[src/hdl/jsu_pkg.sv]
// Package of types, constants and helper functions for the JSON string unescaper.
package jsu_pkg;

    // Queue between front and back
    localparam int QUEUE_DEPTH = 4;
    localparam int QPTR_W      = $clog2(QUEUE_DEPTH);
    localparam int QCNT_W      = $clog2(QUEUE_DEPTH + 1);

    // Byte codes
    localparam logic [7:0] CH_QUOTE     = 8'h22;
    localparam logic [7:0] CH_SLASH     = 8'h2F;
    localparam logic [7:0] CH_BACKSLASH = 8'h5C;
    localparam logic [7:0] CH_LOWER_B   = 8'h62;
    localparam logic [7:0] CH_LOWER_F   = 8'h66;
    localparam logic [7:0] CH_LOWER_N   = 8'h6E;
    localparam logic [7:0] CH_LOWER_R   = 8'h72;
    localparam logic [7:0] CH_LOWER_T   = 8'h74;
    localparam logic [7:0] CH_LOWER_U   = 8'h75;
    localparam logic [7:0] CH_BS        = 8'h08;
    localparam logic [7:0] CH_FF        = 8'h0C;
    localparam logic [7:0] CH_LF        = 8'h0A;
    localparam logic [7:0] CH_CR        = 8'h0D;
    localparam logic [7:0] CH_TAB       = 8'h09;

    // UTF-8 encoding
    localparam logic [15:0] CP_TWO_BYTE_MIN   = 16'h0080;
    localparam logic [15:0] CP_THREE_BYTE_MIN = 16'h0800;
    localparam logic [7:0]  UTF8_LEAD2        = 8'hC0;
    localparam logic [7:0]  UTF8_LEAD3        = 8'hE0;
    localparam logic [7:0]  UTF8_CONT         = 8'h80;
    localparam logic [7:0]  UTF8_MASK6        = 8'h3F;
    localparam logic [7:0]  UTF8_MASK5        = 8'h1F;
    localparam logic [7:0]  UTF8_MASK4        = 8'h0F;

    localparam logic [1:0] HEX_LAST_DIGIT = 2'd3;

    typedef struct packed {
        logic [7:0] body_byte;
        logic       is_last;
    } body_item_t;

    typedef struct packed {
        logic [7:0] out_byte;
        logic       has_byte;
        logic       end_of_string;
        logic       status;
    } text_item_t;

    typedef enum logic [4:0] {
        MODE_NORMAL   = 5'b00001,
        MODE_ESCAPE   = 5'b00010,
        MODE_HEX      = 5'b00100,
        MODE_DONE_OK  = 5'b01000,
        MODE_DONE_ERR = 5'b10000
    } mode_t;

    // Work for the back part: up to three bytes, plus the end marker
    typedef struct packed {
        logic [2:0][7:0] bytes;
        logic [1:0]      num_bytes;
        logic            last;
        logic            status;
    } job_t;

    typedef struct packed {
        logic valid;
        job_t job;
    } push_t;

    typedef struct packed {
        logic full;
    } qstat_t;

    typedef struct packed {
        logic valid;
        job_t job;
    } head_t;

    typedef struct packed {
        logic       ok;
        logic [3:0] value;
    } hex_t;

    typedef struct packed {
        logic       ok;
        logic [7:0] value;
    } esc_t;

    typedef struct packed {
        logic [1:0]      num_bytes;
        logic [2:0][7:0] bytes;
    } utf8_t;

    function automatic hex_t hex_value(input logic [7:0] c);
        hex_t r;
        r.ok    = 1'b1;
        r.value = 4'd0;
        if (c >= 8'h30 && c <= 8'h39) begin
            r.value = 4'(c - 8'h30);
        end else if (c >= 8'h61 && c <= 8'h66) begin
            r.value = 4'(c - 8'h61 + 8'd10);
        end else if (c >= 8'h41 && c <= 8'h46) begin
            r.value = 4'(c - 8'h41 + 8'd10);
        end else begin
            r.ok = 1'b0;
        end
        return r;
    endfunction

    function automatic esc_t escape_byte(input logic [7:0] c);
        esc_t r;
        r.ok    = 1'b1;
        r.value = 8'd0;
        case (c)
            CH_QUOTE:     r.value = CH_QUOTE;
            CH_SLASH:     r.value = CH_SLASH;
            CH_BACKSLASH: r.value = CH_BACKSLASH;
            CH_LOWER_B:   r.value = CH_BS;
            CH_LOWER_F:   r.value = CH_FF;
            CH_LOWER_N:   r.value = CH_LF;
            CH_LOWER_R:   r.value = CH_CR;
            CH_LOWER_T:   r.value = CH_TAB;
            default:      r.ok    = 1'b0;
        endcase
        return r;
    endfunction

    function automatic utf8_t utf8_encode(input logic [15:0] cp);
        utf8_t r;
        r.bytes = '0;
        if (cp < CP_TWO_BYTE_MIN) begin
            r.num_bytes = 2'd1;
            r.bytes[0]  = cp[7:0];
        end else if (cp < CP_THREE_BYTE_MIN) begin
            r.num_bytes = 2'd2;
            r.bytes[0]  = UTF8_LEAD2 | (cp[13:6] & UTF8_MASK5);
            r.bytes[1]  = UTF8_CONT | (cp[7:0] & UTF8_MASK6);
        end else begin
            r.num_bytes = 2'd3;
            r.bytes[0]  = UTF8_LEAD3 | ({4'd0, cp[15:12]} & UTF8_MASK4);
            r.bytes[1]  = UTF8_CONT | (cp[13:6] & UTF8_MASK6);
            r.bytes[2]  = UTF8_CONT | (cp[7:0] & UTF8_MASK6);
        end
        return r;
    endfunction

endpackage

[src/hdl/json_string_unescape_utf8.sv]
// Top level of the JSON string unescaper with UTF-8 output.
//
//  channel  | handshake               | payload
//  ---------+-------------------------+------------------------------------------------
//  body     | body_valid / body_ready | body_item: body_byte, is_last
//  text     | text_valid / text_ready | text_item: out_byte, has_byte, end_of_string,
//           |                         |            status
//
//  One body byte is taken per cycle while the four-entry work queue has room.
//  Each byte yields zero to three result transfers, given out one per cycle by the
//  back part while text_ready is high; a \u escape expands to at most three bytes
//  after six input bytes. Results pass the work queue and then the output register.
//  rst_n clears the decoder mode, queue pointers and output valid at once.
//  A stall on text fills the queue; body_ready drops only when it is full.
module json_string_unescape_utf8 (
    input  logic                clk,
    input  logic                rst_n,
    input  logic                body_valid,
    output logic                body_ready,
    input  jsu_pkg::body_item_t body_item,
    output logic                text_valid,
    input  logic                text_ready,
    output jsu_pkg::text_item_t text_item
);
    import jsu_pkg::*;

    push_t  push;
    qstat_t qstat;
    head_t  head;
    logic   pop;

    // Decode escapes and hex groups; push one job per byte that yields output or ends the body
    jsu_front u_front (
        .clk        (clk),
        .rst_n      (rst_n),
        .body_valid (body_valid),
        .body_ready (body_ready),
        .body_item  (body_item),
        .qstat      (qstat),
        .push       (push)
    );

    // Hold jobs so the decoder keeps going while the output side stalls
    jsu_queue u_queue (
        .clk   (clk),
        .rst_n (rst_n),
        .push  (push),
        .qstat (qstat),
        .head  (head),
        .pop   (pop)
    );

    // Serialize each job into transfers and place the end marker
    jsu_back u_back (
        .clk        (clk),
        .rst_n      (rst_n),
        .head       (head),
        .pop        (pop),
        .text_valid (text_valid),
        .text_ready (text_ready),
        .text_item  (text_item)
    );

endmodule

[src/hdl/jsu_front.sv]
// Front part: accepts body bytes, runs the escape decoder, and queues output work.
module jsu_front (
    input  logic               clk,
    input  logic               rst_n,
    input  logic               body_valid,
    output logic               body_ready,
    input  jsu_pkg::body_item_t body_item,
    input  jsu_pkg::qstat_t    qstat,
    output jsu_pkg::push_t     push
);
    import jsu_pkg::*;

    mode_t       mode_reg, mode_next;
    logic [15:0] acc_reg, acc_next;
    logic [1:0]  cnt_reg, cnt_next;
    logic        accept;
    hex_t        hv;
    esc_t        ev;
    utf8_t       uv;
    job_t        job;
    logic        status;

    assign body_ready = !qstat.full;
    assign accept     = body_valid && body_ready;

    always_comb
    begin
        mode_next     = mode_reg;
        acc_next      = acc_reg;
        cnt_next      = cnt_reg;
        job.bytes     = '0;
        job.num_bytes = 2'd0;
        hv            = hex_value(body_item.body_byte);
        ev            = escape_byte(body_item.body_byte);
        uv            = utf8_encode({acc_reg[11:0], hv.value});

        unique case (mode_reg) inside
            MODE_DONE_OK, MODE_DONE_ERR:
            begin
                // drop everything until the last byte
            end
            MODE_ESCAPE:
            begin
                if (body_item.body_byte == CH_LOWER_U) begin
                    mode_next = MODE_HEX;
                    acc_next  = '0;
                    cnt_next  = '0;
                end else if (ev.ok) begin
                    job.bytes[0]  = ev.value;
                    job.num_bytes = 2'd1;
                    mode_next     = MODE_NORMAL;
                end else begin
                    mode_next = MODE_DONE_ERR;
                end
            end
            MODE_HEX:
            begin
                if (!hv.ok) begin
                    mode_next = MODE_DONE_ERR;
                end else begin
                    acc_next = {acc_reg[11:0], hv.value};
                    if (cnt_reg == HEX_LAST_DIGIT) begin
                        job.bytes     = uv.bytes;
                        job.num_bytes = uv.num_bytes;
                        cnt_next      = '0;
                        mode_next     = MODE_NORMAL;
                    end else begin
                        cnt_next = cnt_reg + 2'd1;
                    end
                end
            end
            default:
            begin
                mode_next = MODE_NORMAL;
                if (body_item.body_byte == CH_QUOTE) begin
                    mode_next = MODE_DONE_OK;
                end else if (body_item.body_byte == CH_BACKSLASH) begin
                    mode_next = MODE_ESCAPE;
                end else begin
                    job.bytes[0]  = body_item.body_byte;
                    job.num_bytes = 2'd1;
                end
            end
        endcase

        // an escape still open at the end counts as malformed
        status = (mode_next == MODE_DONE_ERR) || (mode_next == MODE_ESCAPE) ||
                 (mode_next == MODE_HEX);
        job.last   = body_item.is_last;
        job.status = status;

        if (body_item.is_last) begin
            mode_next = MODE_NORMAL;
            acc_next  = '0;
            cnt_next  = '0;
        end

        push.valid = accept && ((job.num_bytes != 2'd0) || body_item.is_last);
        push.job   = job;
    end

    always_ff @(posedge clk or negedge rst_n)
    begin
        if (!rst_n) begin
            mode_reg <= MODE_NORMAL;
            acc_reg  <= '0;
            cnt_reg  <= '0;
        end else if (accept) begin
            mode_reg <= mode_next;
            acc_reg  <= acc_next;
            cnt_reg  <= cnt_next;
        end
    end

endmodule

[src/hdl/jsu_queue.sv]
// Short work queue between the front and back parts.
module jsu_queue (
    input  logic            clk,
    input  logic            rst_n,
    input  jsu_pkg::push_t  push,
    output jsu_pkg::qstat_t qstat,
    output jsu_pkg::head_t  head,
    input  logic            pop
);
    import jsu_pkg::*;

    job_t              entry_reg [QUEUE_DEPTH];
    logic [QPTR_W-1:0] wr_ptr_reg, wr_ptr_next;
    logic [QPTR_W-1:0] rd_ptr_reg, rd_ptr_next;
    logic [QCNT_W-1:0] count_reg, count_next;

    assign qstat.full = (count_reg == QCNT_W'(QUEUE_DEPTH));
    assign head.valid = (count_reg != '0);
    assign head.job   = entry_reg[rd_ptr_reg];

    always_comb
    begin
        wr_ptr_next = push.valid ? wr_ptr_reg + QPTR_W'(1) : wr_ptr_reg;
        rd_ptr_next = pop ? rd_ptr_reg + QPTR_W'(1) : rd_ptr_reg;
        count_next  = count_reg + QCNT_W'(push.valid) - QCNT_W'(pop);
    end

    always_ff @(posedge clk or negedge rst_n)
    begin
        if (!rst_n) begin
            wr_ptr_reg <= '0;
            rd_ptr_reg <= '0;
            count_reg  <= '0;
        end else begin
            wr_ptr_reg <= wr_ptr_next;
            rd_ptr_reg <= rd_ptr_next;
            count_reg  <= count_next;
        end
    end

    always_ff @(posedge clk)
    begin
        if (push.valid) begin
            entry_reg[wr_ptr_reg] <= push.job;
        end
    end

endmodule

[src/hdl/jsu_back.sv]
// Back part: expands queued work into result transfers through an output register.
module jsu_back (
    input  logic                clk,
    input  logic                rst_n,
    input  jsu_pkg::head_t      head,
    output logic                pop,
    output logic                text_valid,
    input  logic                text_ready,
    output jsu_pkg::text_item_t text_item
);
    import jsu_pkg::*;

    logic       valid_reg;
    text_item_t item_reg, item_next;
    logic [1:0] idx_reg, idx_next;
    logic [1:0] final_idx;
    logic       load;
    logic       is_final;

    assign text_valid = valid_reg;
    assign text_item  = item_reg;

    always_comb
    begin
        final_idx = (head.job.num_bytes == 2'd0) ? 2'd0 : head.job.num_bytes - 2'd1;
        is_final  = (idx_reg == final_idx);
        load      = head.valid && (!valid_reg || text_ready);
        pop       = load && is_final;
        idx_next  = load ? (is_final ? 2'd0 : idx_reg + 2'd1) : idx_reg;

        case (idx_reg)
            2'd1:    item_next.out_byte = head.job.bytes[1];
            2'd2:    item_next.out_byte = head.job.bytes[2];
            default: item_next.out_byte = head.job.bytes[0];
        endcase
        item_next.has_byte      = (head.job.num_bytes != 2'd0);
        item_next.end_of_string = head.job.last && is_final;
        item_next.status        = head.job.status && head.job.last && is_final;
    end

    always_ff @(posedge clk or negedge rst_n)
    begin
        if (!rst_n) begin
            valid_reg <= 1'b0;
            idx_reg   <= '0;
        end else begin
            idx_reg <= idx_next;
            if (load) begin
                valid_reg <= 1'b1;
            end else if (text_ready) begin
                valid_reg <= 1'b0;
            end
        end
    end

    always_ff @(posedge clk)
    begin
        if (load) begin
            item_reg <= item_next;
        end
    end

endmodule

[config.mk]
export PLATFORM = sky130hd
export DESIGN_NAME = json_string_unescape_utf8
export DESIGN_NICKNAME = d
export VERILOG_FILES = /design/src/hdl/jsu_pkg.sv /design/src/hdl/json_string_unescape_utf8.sv /design/src/hdl/jsu_front.sv /design/src/hdl/jsu_queue.sv /design/src/hdl/jsu_back.sv
export SDC_FILE = /design/constraint.sdc
export NUM_CORES = 1
export LEC_CHECK = 0
export ABC_AREA = 1
export BUFFER_PORTS_ARGS = -buffer_cell sky130_fd_sc_hd__buf_2
export CAP_MARGIN = 20
export CORE_ASPECT_RATIO = 0.6
export CORE_MARGIN = 2
export CORE_UTILIZATION = 59
export DETAILED_ROUTE_END_ITERATION = 7
export GPL_TIMING_DRIVEN = 0
export PLACE_DENSITY = 0.86
export SLEW_MARGIN = 20
export SYNTH_ARGS = -nofsm -noshare
export SYNTH_HDL_FRONTEND = slang
export SYNTH_SLANG_ARGS = --single-unit
[constraint.sdc]
create_clock -name clk -period 3.64 [get_ports clk]
set_clock_uncertainty 0.15 [all_clocks]
set_input_delay 0.546 -clock clk [delete_from_list [all_inputs] [get_ports clk]]
set_output_delay 0.546 -clock clk [all_outputs]
set_load 0.05 [all_outputs]
# --- Word-level counts from Yosys, hierarchy flattened ---
# Memory sizes are Yosys's and may differ from the RTL's.
# Cells that the tools add are included.
word_totals:
  n_memories: 1
  ramBits: 112
  wordCells: 127
  regBits: 40
mem_list:
  columns: ["memory", "words", "width", "rd", "rd_ports_with_merged_regs", "write_ports", "line", "rtl"]
  rows:
  - ["u_queue.entry_reg", 4, 28, 1, 0, 1, "jsu_queue.sv:12", "job_t entry_reg [QUEUE_DEPTH];"]
classes:
  n_eq_ne: 23
  magnitude_cmp: 8
  muxes: 46
  addsub: 12
  reduce_logical: 25
op_table:
  columns: ["op", "n"]
  rows:
  - ["$eq 8x7->1 const B", 7]
  - ["$pmux 7 s8", 1]
  - ["$mux 26", 2]
  - ["$mux 10", 4]
  - ["$mux 12", 3]
  - ["$mux 16", 2]
  - ["$mux 5", 6]
  - ["$pmux 10 s3", 1]
  - ["$pmux 12 s2", 1]
  - ["$eq 8x6->1 const B", 2]
  - ["$ge 8x7->1 const B", 2]
  - ["$le 8x7->1 const B", 2]
  - ["$lt 16x12->1 const B", 1]
  - ["$lt 16x8->1 const B", 1]
  - ["$mux 2", 8]
  - ["$mux 8", 2]
  - ["$pmux 8 s2", 1]
  - ["$pmux 5 s3", 1]
  - ["$mux 14", 1]
  - ["$mux 4", 3]
  - ["$sub 4x1->4 const B", 3]
  - ["$eq 5x2->1 const B", 2]
  - ["$eq 5x3->1 const B", 2]
  - ["$eq 5x5->1 const B", 2]
  - ["25 further kinds", 54]

# --- Longest topological paths before layout ---
# Gate-level depths: netlist of run 1.
depth:
  depth_word: 16
  depth_mapped: 16
  depth_no_buf: 15

# --- Cells and area by module ---
# From an unflattened synthesis of run 1, not the netlist that was laid out.
unflattened:
  hier_cells: 875
  hier_area_um2: 7772.5
by_module_without_submodules:
  columns: ["module", "seq_area_each_um2", "cells_per_inst", "n_inst", "area_each_um2"]
  rows:
  - ["jsu_queue", 3538.4, 486, 1, 5138.7]
  - ["jsu_front", 476.7, 306, 1, 1920.6]
  - ["jsu_back", 405.4, 83, 1, 713.2]

# --- Least setup slack after synthesis of run 1 ---
# Ideal clock, no wire load.
synth_path:
  kind: "input to register"
  startpoint: "input body_item[1] (netlist bit)"
  endpoint: "memory u_queue.entry_reg[0][0] (netlist bit), enable pin"
  setup_time_ps: 409
  slack_ps: 421
  stages: 12
  t_arrival_ps: 2660
  path_buffers: 0
  path_cell_list: "inv_1 ha_1 nand2_1 nor2_1 nand2_1 nand2_1 nor2_2 nand2_2 nand2_4 nand4_4 nand2_4 nor2_1"
synth_via:
  elab_chain_cells: 16
synth_rtl:
  columns: ["item", "line", "rtl"]
  rows:
  - ["start: declaration", "json_string_unescape_utf8.sv:20", "input jsu_pkg::body_item_t body_item,"]
  - ["$sub 4x1->4, or another cell as far along", "jsu_pkg.sv:101, jsu_pkg.sv:103", null]
  - ["$add 4x4->4 or $logic_and 1x1->1 (tied branches)", "jsu_pkg.sv:101, jsu_pkg.sv:103, jsu_pkg.sv:102", null]
  - ["$mux 4", "jsu_pkg.sv:102", "end else if (c >= 8'h41 && c <= 8'h46) begin"]
  - ["$mux 4", "jsu_pkg.sv:100", "end else if (c >= 8'h61 && c <= 8'h66) begin"]
  - ["$mux 4", "jsu_pkg.sv:98", "if (c >= 8'h30 && c <= 8'h39) begin"]
  - ["$lt 16x12->1", "jsu_pkg.sv:134", "end else if (cp < CP_THREE_BYTE_MIN) begin"]
  - ["$mux 1", "jsu_pkg.sv:134", null]
  - ["$mux 2", "jsu_pkg.sv:131", "if (cp < CP_TWO_BYTE_MIN) begin"]
  - ["$mux 26", "jsu_front.sv:62", "if (cnt_reg == HEX_LAST_DIGIT) begin"]
  - ["$mux 26", "jsu_front.sv:58", "if (!hv.ok) begin"]
  - ["$pmux 10 s3 *", "jsu_front.sv:37", "unique case (mode_reg) inside"]
  - ["$reduce_bool 2->1 *", "jsu_front.sv:98", "push.valid = accept && ((job.num_bytes != 2'd0) || body_item.is_last);"]
  - ["$logic_or 1x1->1 *", "jsu_front.sv:98", null]
  - ["$logic_and 1x1->1 *", "jsu_front.sv:98", null]
  - ["$mux 1 *", "jsu_queue.sv:43", "if (push.valid) begin"]
  - ["$mux 1 (implied by the code) *", "jsu_queue.sv:44", "entry_reg[wr_ptr_reg] <= push.job;"]
  - ["end: declaration", "jsu_queue.sv:12", null]
# Mark *: on every way between the ends. The rest lies on a longest branch, timed or not.

# --- Worst setup path in the final report of run 1 ---
layout_path:
  startpoint: "register u_queue.rd_ptr_reg[1]"
  endpoint: "register u_queue.count_reg[2]"
layout_via:
  elab_chain_cells: 6
layout_rtl:
  columns: ["item", "line", "rtl"]
  rows:
  - ["start: declaration", "jsu_queue.sv:14", "logic [QPTR_W-1:0] rd_ptr_reg, rd_ptr_next;"]
  - ["start signal: assignment", "jsu_queue.sv:36", "rd_ptr_reg <= rd_ptr_next;"]
  - ["$mem_v2 4x28 *", null, null]
  - ["$sub 2x1->2 or $logic_not 2->1 (tied branches)", "jsu_back.sv:25", "final_idx = (head.job.num_bytes == 2'd0) ? 2'd0 : head.job.num_bytes - 2'd1;"]
  - ["$mux 2 *", "jsu_back.sv:25", null]
  - ["$eq 2x2->1 *", "jsu_back.sv:26", "is_final = (idx_reg == final_idx);"]
  - ["$logic_and 1x1->1 *", "jsu_back.sv:28", "pop = load && is_final;"]
  - ["named net pop", "json_string_unescape_utf8.sv:30", "logic pop;"]
  - ["$sub 3x1->3 *", "jsu_queue.sv:25", "count_next = count_reg + QCNT_W'(push.valid) - QCNT_W'(pop);"]
  - ["named net u_queue.count_next[2]", "jsu_queue.sv:15", "logic [QCNT_W-1:0] count_reg, count_next;"]
  - ["end signal: assignment", "jsu_queue.sv:37", "count_reg <= count_next;"]
  - ["end: declaration", "jsu_queue.sv:15", null]
# Mark *: on every way through the listed nets, which the timed path passes. The rest lies on a longest branch.
# A chain may end at the register's enable or synchronous reset.

==> results of run 1 <==
critical path, stage by stage, from the launching register on:
cell	delay [ps]
dfrtp_1	370
clkbuf_1	430
nand3_1	140
nand2_1	130
inv_1	70
nand4_1	90
nand2_1	90
nand2_1	120
inv_1	90
ha_1	280
inv_1	40
ha_1	200
fa_1	400
xor2_1	180
worst paths after layout:
path | endpoint | slack, ps | cells past startpoint
setup / recovery | u_queue.count_reg[2] | 740 | 13
hold / removal | u_queue.rd_ptr_reg[0] | 20 | 1
setup reg to reg | u_queue.count_reg[2] | 740 | 13
hold reg to reg | u_front.cnt_reg[1] | 350 | 2
max in group asynchronous | u_front.acc_reg[0] | 2870 | 1
min in group clk | u_queue.entry_reg[1][1] | 340 | 1
kinds of logic after synthesis:
| group | share of synthesized area [%] |
|---|---|
| compound gates | 9.09 |
| flops | 61.9 |
| xor+xnor | 0.648 |
| simple gates | 19.9 |
| fa+ha+maj | 2.70 |
| buf+inv | 5.65 |
| mux | 0.148 |
power by group through the flow:
| stage | Combinational, uW | Clock (uW) | Sequential (uW) |
|---|---|---|---|
| after floorplan | 1120 | 0 | 2590 |
| after global placement | 1860 | 0 | 2360 |
| after detailed placement | 2090 | 0 | 2360 |
| after CTS | 2110 | 1690 | 2330 |
| after global routing | 2320 | 1760 | 2360 |
| final | 2160 | 1680 | 2340 |
Yosys cell counts (all sizes together), types with 2 or more instances:
| cell | instances | area (um^2) |
|---|---|---|
| xnor2 | 3 | 26.3 |
| nand2 | 128 | 536 |
| nand4 | 7 | 65.1 |
| clkbuf | 13 | 48.8 |
| nand3 | 61 | 310 |
| edfxtp | 115 | 3450 |
| dfrtp | 28 | 701 |
| xor2 | 2 | 17.5 |
| inv | 66 | 248 |
| nor2 | 93 | 375 |
| buf | 11 | 80.1 |
| ha | 13 | 163 |
| o21ai | 60 | 304 |
| a21oi | 5 | 25.0 |
| o211ai | 6 | 45.0 |
| nand3b | 4 | 30.0 |
| o22ai | 25 | 156 |
| a31oi | 8 | 50.1 |
metal layers:
layer,up-vias,part of all wire (%)
li1,2367,-
met1,2518,42
met2,351,44
met3,36,12
met4,0,1.9
met5,-,0
stage by stage:
step | setup slack (ps) | setup TNS, ps | std cells | area [um^2]
finish | 741 | 0 | 863 | 7780
global route | 669 | 0 | 863 | 7780
CTS | 803 | 0 | 863 | 7780
detailed placement | 391 | 0 | 831 | 7210
global placement | -730 | -72200 | 826 | 7050
floorplan | 421 | 0 | 659 | 6760
area by class of cell:
type / count / share of cell area [%]
repair buffers: 28 / 3.04
clock inverters: 14 / 1.85
clock buffers: 18 / 5.51
well taps: 144 / 2.31
inverters: 67 / 3.25
multi-input cells: 424 / 28.7
plain buffers: 24 / 1.66
flip-flops and latches: 144 / 53.7
==> flow_metrics.env, run 1 <==
export IMPL_drtIter0Drc=632
export IMPL_final_cell_mix="nand2_1 (116), edfxtp_1 (115), nor2_1 (84)"
export IMPL_irDropWorstVdd_v=0.000356
export IMPL_clk_pin_slew_ps=60
export IMPL_use_met2_pct=43.3
export IMPL_diodes=0
export IMPL_p_leak_uw=0.00308
export IMPL_cap_violations=0
export IMPL_synth_edf_count=115
export IMPL_startpoint="u_queue.rd_ptr_reg[1]"
export IMPL_routabilityCongestion=1.01
export IMPL_drc=0
export IMPL_ctsHoldBuffers=0
export IMPL_grt_max_degree=30
export IMPL_largest_reg_flops=104
export IMPL_synth_area_um2=6760
export IMPL_fin_crit_ps=2900
export IMPL_powerDensity_nw_per_um2=794
export IMPL_busiest_layer="met2"
export IMPL_outcome="finished clean"
export IMPL_vias=5272
export IMPL_drtPass1Iterations=6
export IMPL_ant_nets=0
export IMPL_clk_latency_ps=420
export IMPL_met3_usage_pct=9.68
export IMPL_syn_nets=686
export IMPL_synth_main_ff_cell="edfxtp_1"
export IMPL_criticalPathCategory="register to register"
export IMPL_nets=733
export IMPL_synth_area_per_cell_um2=10.3
export IMPL_drv_slew=0
export IMPL_start_util_pct=60.2
export IMPL_use_met1_pct=40.6
export IMPL_core_um2=11200
export IMPL_holdWs_ps=18.6
export IMPL_clkPwrFrac_pct=27.2
export IMPL_rsz0062_at_grt="no"
export IMPL_internal_power_uw=3820
export IMPL_worst_setup_path_end_kind="register"
export IMPL_cts_tree="built"
export IMPL_max_freq_mhz=345
export IMPL_relSlewSlack_pct=54.0
export IMPL_fill_cells=769
export IMPL_cts_buffers=17
export IMPL_final_common_cell="nand2_1"
export IMPL_clock_sinks=144
export IMPL_clk_path_buf_depth=2
export IMPL_grt_overflow_total=0
export IMPL_worstPathArrival_ps=3040
export IMPL_hold_path_class="primary input to asynchronous set/reset pin"
export IMPL_post_cts_resized=0
export IMPL_tightest_slew_ps=690
export IMPL_cts_setup_buffers=0
export IMPL_post_dp_hpwl_mm=12.0
export IMPL_cp_start_kind="register"
export IMPL_async_reset_ff_share_pct=20.1
export IMPL_grt_pass1_wl_mm=26.1
export IMPL_antenna_found_initial=0
export IMPL_htreeDepth=4
export IMPL_crit_path_max_fanout=10
export IMPL_synth_seq_area_share_pct=61.9
export IMPL_multi_input_area_um2=2230
export IMPL_routed_wl_mm=17.2
export IMPL_finalPower_uw=6180
export IMPL_cts_root_buf="clkbuf_16"
export IMPL_floorplan_rows=30
export IMPL_yosys_warnings=0
export IMPL_regArea_um2=4180
export IMPL_p_switching_uw=2360
export IMPL_die_area_um2=12400
export IMPL_viasPerCell=6.11
export IMPL_finalSetupViolCount=0
export IMPL_grt_pass1_vias=4904
export IMPL_track_usage_pct=29.0
export IMPL_post_route_period_util_pct=79.6
export IMPL_drive_gt1_share_pct=14.3
export IMPL_die_w_um=142
export IMPL_synth_seq_cells=144
export IMPL_area_delta_synth_final_pct=15.2
export IMPL_finish_utilization_pct=69.4
export IMPL_syn_inst=659
export IMPL_final_hold_viol_count=0
export IMPL_num_io_pins=26
export IMPL_port_buffers=23
export IMPL_switching_share_pct=38.2
export IMPL_routedWlPerCell_um=19.9
export IMPL_die_h_um=86.9
export IMPL_seqPwrFrac_pct=37.8
export IMPL_r2r_start="u_queue.rd_ptr_reg[1]"
export IMPL_synth_cell_types=42
export IMPL_p_comb_share_pct=35.0
export IMPL_worstPathRequired_ps=3780
Note: power is estimated with default switching activity, not from simulation.
==> run 2, diff against run 1 <==
Clock period 3.64 ns to 2.7 ns, I/O delays scaled along.
==> flow_metrics.env, run 2 (synthesis gave the netlist of run 1 again) <==
export IMPL_outcome="finished clean"
export IMPL_vias=5200
export IMPL_fill_cells=790
export IMPL_die_area_um2=12400
export IMPL_p_leak_uw=0.00311
export IMPL_start_util_pct=60.2
export IMPL_clk_pin_slew_ps=60
export IMPL_post_route_period_util_pct=98.8
export IMPL_holdPathEnd="u_queue.entry_reg[3][1]"
export IMPL_cp_start_kind="primary input"
export IMPL_switching_share_pct=36.5
export IMPL_crit_chain="buf_2 -> inv_1 -> ha_2 -> o21ai_2 -> nand2_2 -> nand2_4 -> inv_1 -> o21ai_0 -> nor2_1 -> o21ai_0 -> nand3_1"
export IMPL_drive_gt1_share_pct=15.7
export IMPL_num_io_pins=26
export IMPL_p_comb_share_pct=33.9
export IMPL_core_um2=11200
export IMPL_die_w_um=142
export IMPL_nets=734
export IMPL_clock_sinks=144
export IMPL_worstPathRequired_ps=2650
export IMPL_routed_wl_mm=17.3
export IMPL_die_h_um=86.9
export IMPL_final_cell_area_um2=7880
export IMPL_max_freq_mhz=375
export IMPL_post_dp_hpwl_mm=11.8
export IMPL_crit_family="compound AO/OA/AOI/OAI gates"
export IMPL_final_cell_mix="edfxtp_1 (115), nand2_1 (113), nor2_1 (83)"
export IMPL_powerDensity_nw_per_um2=1100
export IMPL_reg2regPathDepth=10
export IMPL_final_hold_viol_count=0
export IMPL_grt_overflow_total=0
export IMPL_grt_pass1_wl_mm=26.3
export IMPL_worstPathArrival_ps=2620
export IMPL_cts_tree="built"
export IMPL_finish_utilization_pct=70.2
export IMPL_drtIter0Drc=697
export IMPL_track_usage_pct=29.6
export IMPL_largest_reg_flops=104
export IMPL_criticalPathCategory="primary input to register"
export IMPL_drc=0
export IMPL_placed_area_um2=7170
export IMPL_ant_nets=0
export IMPL_internal_power_uw=5480
export IMPL_seqPwrFrac_pct=36.5
export IMPL_clkPwrFrac_pct=29.5
export IMPL_clk_path_buf_depth=2
export IMPL_r2r_start="u_front.mode_reg[0]"
export IMPL_irDropWorstVdd_v=0.000782
export IMPL_relSlewSlack_pct=42.8
export IMPL_antenna_found_initial=0
export IMPL_finalPower_uw=8630
export IMPL_grt_max_degree=30
export IMPL_reg2reg_slack_ps=80
export IMPL_diodes=0
export IMPL_drtPass1Iterations=7
export IMPL_tns_ps=0
export IMPL_clk_latency_ps=420
export IMPL_tightest_slew_ps=848
export IMPL_drv_slew=0
export IMPL_viasPerCell=6.02
export IMPL_hold_path_class="primary input to register"
export IMPL_cp_num_buf_inv=3
export IMPL_cts_buffers=17
export IMPL_htreeDepth=4
export IMPL_slowest_delay_ps=670
export IMPL_cts_root_buf="clkbuf_16"
export IMPL_finalSetupViolCount=0
export IMPL_p_switching_uw=3150
export IMPL_r2r_end="u_queue.count_reg[1]"
export IMPL_place_inst=830
export IMPL_routedWlPerCell_um=20.0
export IMPL_routabilityCongestion=0.927
export IMPL_whs_path_depth=1
export IMPL_floorplan_rows=30
export IMPL_crit_path_max_fanout=7
export IMPL_fin_cells=864
export IMPL_port_buffers=23
export IMPL_worst_setup_path_end_kind="register"
export IMPL_final_common_cell="edfxtp_1"
export IMPL_cap_violations=0
export IMPL_area_delta_synth_final_pct=16.7
export IMPL_fin_crit_ps=2670
export IMPL_grt_pass1_vias=4896
export IMPL_min_from="body_item[0]"
export IMPL_critPathSlowestCell="o21ai_0"
==> run 2: power by group through the flow <==
stage	registers, uW	clock network [uW]	logic (uW)
after global placement	3180	0	2520
after CTS	3150	2550	2850
after detailed placement	3190	0	2780
final	3150	2550	2930
after floorplan	3490	0	1520
after global routing	3190	2650	3160
==> run 2: area by class of cell <==
class                   count  area, um^2  area share (%)
well taps                 144         180            2.29
clock inverters            10         185            2.35
repair buffers             29         213            2.70
clock buffers              22         454            5.76
inverters                  67         255            3.24
multi-input cells         424        2280            28.9
plain buffers              24         139            1.76
flip-flops and latches    144        4180            53.0
==> run 2: layer usage <==
layer / track usage (%) / part of all wire (%)
met1: 42.8 / 45
met2: 44.1 / 44
met3: 9.07 / 9.5
met4: 8.36 / 1.3
met5: 0 / 0
==> run 2: how the worst max path moves through the flow <==
stage,endpoint,cells after the start,start
after CTS,u_queue.count_reg[2],16,u_queue.rd_ptr_reg[0]
after floorplan,u_queue.entry_reg[0][0],12,body_item[1]
final,u_queue.entry_reg[0][5],11,body_item[1]
after global routing,u_queue.count_reg[2],11,u_front.mode_reg[2]
after detailed placement,u_queue.count_reg[2],15,body_item[1]
after global placement,u_queue.entry_reg[0][6],13,body_item[1]
==> run 2: stage by stage <==
step	hold WS, ps	setup WS (ps)
final	135	33.1
after global routing	125	-11.4
after CTS	122	14.3
after detailed placement	324	-465
after global placement	317	-1620
after floorplan	-40.6	-378
==> run 2: what timing repair did <==
action,in CTS,in global routing
gates resized for setup,9,9
hold buffers,1,0
setup buffers,0,1
endpoints found under the setup margin,2,50
gates cloned,0,0
endpoints found under the hold margin,28,0
pin swaps,0,1
==> run 3, diff against run 2 <==
Settings changed: BUFFER_PORTS_ARGS -buffer_cell sky130_fd_sc_hd__buf_2 to not set, DONT_BUFFER_PORTS set to 1, PLACE_DENSITY 0.86 to 0.84, SKIP_CTS_REPAIR_TIMING set to 1.
Clock period 2.7 ns to 2.5 ns, I/O delays scaled along.
==> flow_metrics.env, run 3 (synthesis gave the netlist of run 1 again) <==
export IMPL_tightest_slew_ps=724
export IMPL_placed_area_um2=7060
export IMPL_cap_violations=0
export IMPL_die_w_um=142
export IMPL_final_hold_viol_count=0
export IMPL_start_util_pct=60.2
export IMPL_powerDensity_nw_per_um2=1170
export IMPL_viasPerCell=6.21
export IMPL_die_area_um2=12400
export IMPL_drv_slew=0
export IMPL_routabilityCongestion=0.898
export IMPL_area_delta_synth_final_pct=18.8
export IMPL_cts_tree="built"
export IMPL_critPathSlowestCell="dfrtp_1"
export IMPL_clk_pin_slew_ps=60
export IMPL_cp_start_kind="register"
export IMPL_clock_sinks=144
export IMPL_floorplan_rows=30
export IMPL_relSlewSlack_pct=51.7
export IMPL_criticalPathCategory="register to register"
export IMPL_routedWlPerCell_um=21.2
export IMPL_cts_buffers=17
export IMPL_drtIter0Drc=823
export IMPL_post_route_period_util_pct=98.6
export IMPL_p_comb_share_pct=33.5
export IMPL_rsz0062_at_grt="yes"
export IMPL_cts_root_buf="clkbuf_16"
export IMPL_crit_chain="buf_6 -> nand3_2 -> nand2_2 -> inv_2 -> o21ai_2 -> nand3_2 -> nand2_2 -> nand2_4 -> inv_4 -> ha_4 -> inv_2 -> ha_4 -> fa_2"
export IMPL_grt_overflow_total=0
export IMPL_num_io_pins=26
export IMPL_grt_max_degree=30
export IMPL_vias=5336
export IMPL_drive_gt1_share_pct=18.7
export IMPL_fill_cells=738
export IMPL_slowest_delay_ps=440
export IMPL_holdWs_ps=34.7
export IMPL_seqPwrFrac_pct=40.2
export IMPL_diodes=0
export IMPL_crit_path_max_fanout=10
export IMPL_grt_pass1_wl_mm=25.9
export IMPL_final_common_cell="edfxtp_1"
export IMPL_worstPathArrival_ps=2620
export IMPL_nets=729
export IMPL_clk_latency_ps=430
export IMPL_clk_path_buf_depth=2
export IMPL_outcome="finished clean"
export IMPL_final_cell_area_um2=8030
export IMPL_worst_setup_path_end_kind="register"
export IMPL_irDropWorstVdd_v=0.000921
export IMPL_place_inst=807
export IMPL_finalSetupViolCount=0
export IMPL_internal_power_uw=5690
export IMPL_routed_wl_mm=18.2
export IMPL_drtPass1Iterations=6
export IMPL_core_um2=11200
export IMPL_fin_crit_ps=2470
export IMPL_ant_nets=0
export IMPL_track_usage_pct=28.9
export IMPL_drc=0
export IMPL_htreeDepth=4
export IMPL_post_dp_hpwl_mm=11.5
export IMPL_hold_path_class="primary input to register"
export IMPL_final_cell_mix="edfxtp_1 (115), nand2_1 (106), nor2_1 (79)"
export IMPL_antenna_found_initial=0
export IMPL_p_leak_uw=0.00312
export IMPL_p_switching_uw=3710
export IMPL_die_h_um=86.9
export IMPL_fin_cells=859
export IMPL_largest_reg_flops=104
export IMPL_switching_share_pct=39.5
export IMPL_grt_pass1_vias=4822
export IMPL_port_buffers=0
export IMPL_clkPwrFrac_pct=26.2
export IMPL_max_freq_mhz=406
export IMPL_worstPathRequired_ps=2650
## run 3: worst max-delay path, delay by kind of cell (launching register included)
family	cells	cell delay (ps)
compound gates	1	130
flops	1	440
buf+inv	4	390
fa+ha+maj	3	790
simple gates	5	430
## run 3: per-stage QoR
stage	setup slack, ps	total power, uW	setup TNS, ps	util [%]
after floorplan	-128	5430	-13290	-
after global placement	-932	6080	-94260	62.0
after detailed placement	-433	6330	-15040	62.9
after CTS	-418	8770	-15740	68.0
after global routing	-73.3	9760	-2190	71.5
final	34.0	9400	0	71.5
## run 3: final cells by class
class                   instances  area [um^2]  share of cell area, %
flip-flops and latches        144         4180                   52.1
clock inverters                15          148                   1.84
multi-input cells             424         2390                   29.8
clock buffers                  17          425                   5.30
well taps                     144          180                   2.24
plain buffers                  24          143                   1.78
inverters                      67          263                   3.27
repair buffers                 24          293                   3.65
## run 3: worst paths after layout
kind	from	slack, ps	to	depth (start not counted)
worst min register to register	u_front.cnt_reg[1]	350	u_front.cnt_reg[1]	2
max in group asynchronous	rst_n	1730	u_front.mode_reg[0]	2
min in group asynchronous	rst_n	230	u_queue.count_reg[2]	2
worst max register to register	u_queue.rd_ptr_reg[1]	30	u_queue.count_reg[1]	13
worst max-delay path	u_queue.rd_ptr_reg[1]	30	u_queue.count_reg[1]	13
worst min-delay path	body_item[0]	30	u_front.cnt_reg[0]	3
## run 3: per-layer routing
metal | global-route usage [%] | up-vias | wire length, um
met5 | 0 | - | 0
li1 | - | 2365 | -
met4 | 10.5 | 0 | 488
met3 | 8.58 | 56 | 2200
met1 | 41.6 | 2538 | 7450
met2 | 42.4 | 377 | 8090
## run 3: power by group through the flow
stage / Clock, uW / Sequential, uW / Combinational [uW]
after floorplan: 0 / 3760 / 1670
after global placement: 0 / 3800 / 2290
after detailed placement: 0 / 3810 / 2520
after CTS: 2470 / 3760 / 2540
after global routing: 2570 / 3830 / 3360
final: 2470 / 3780 / 3150
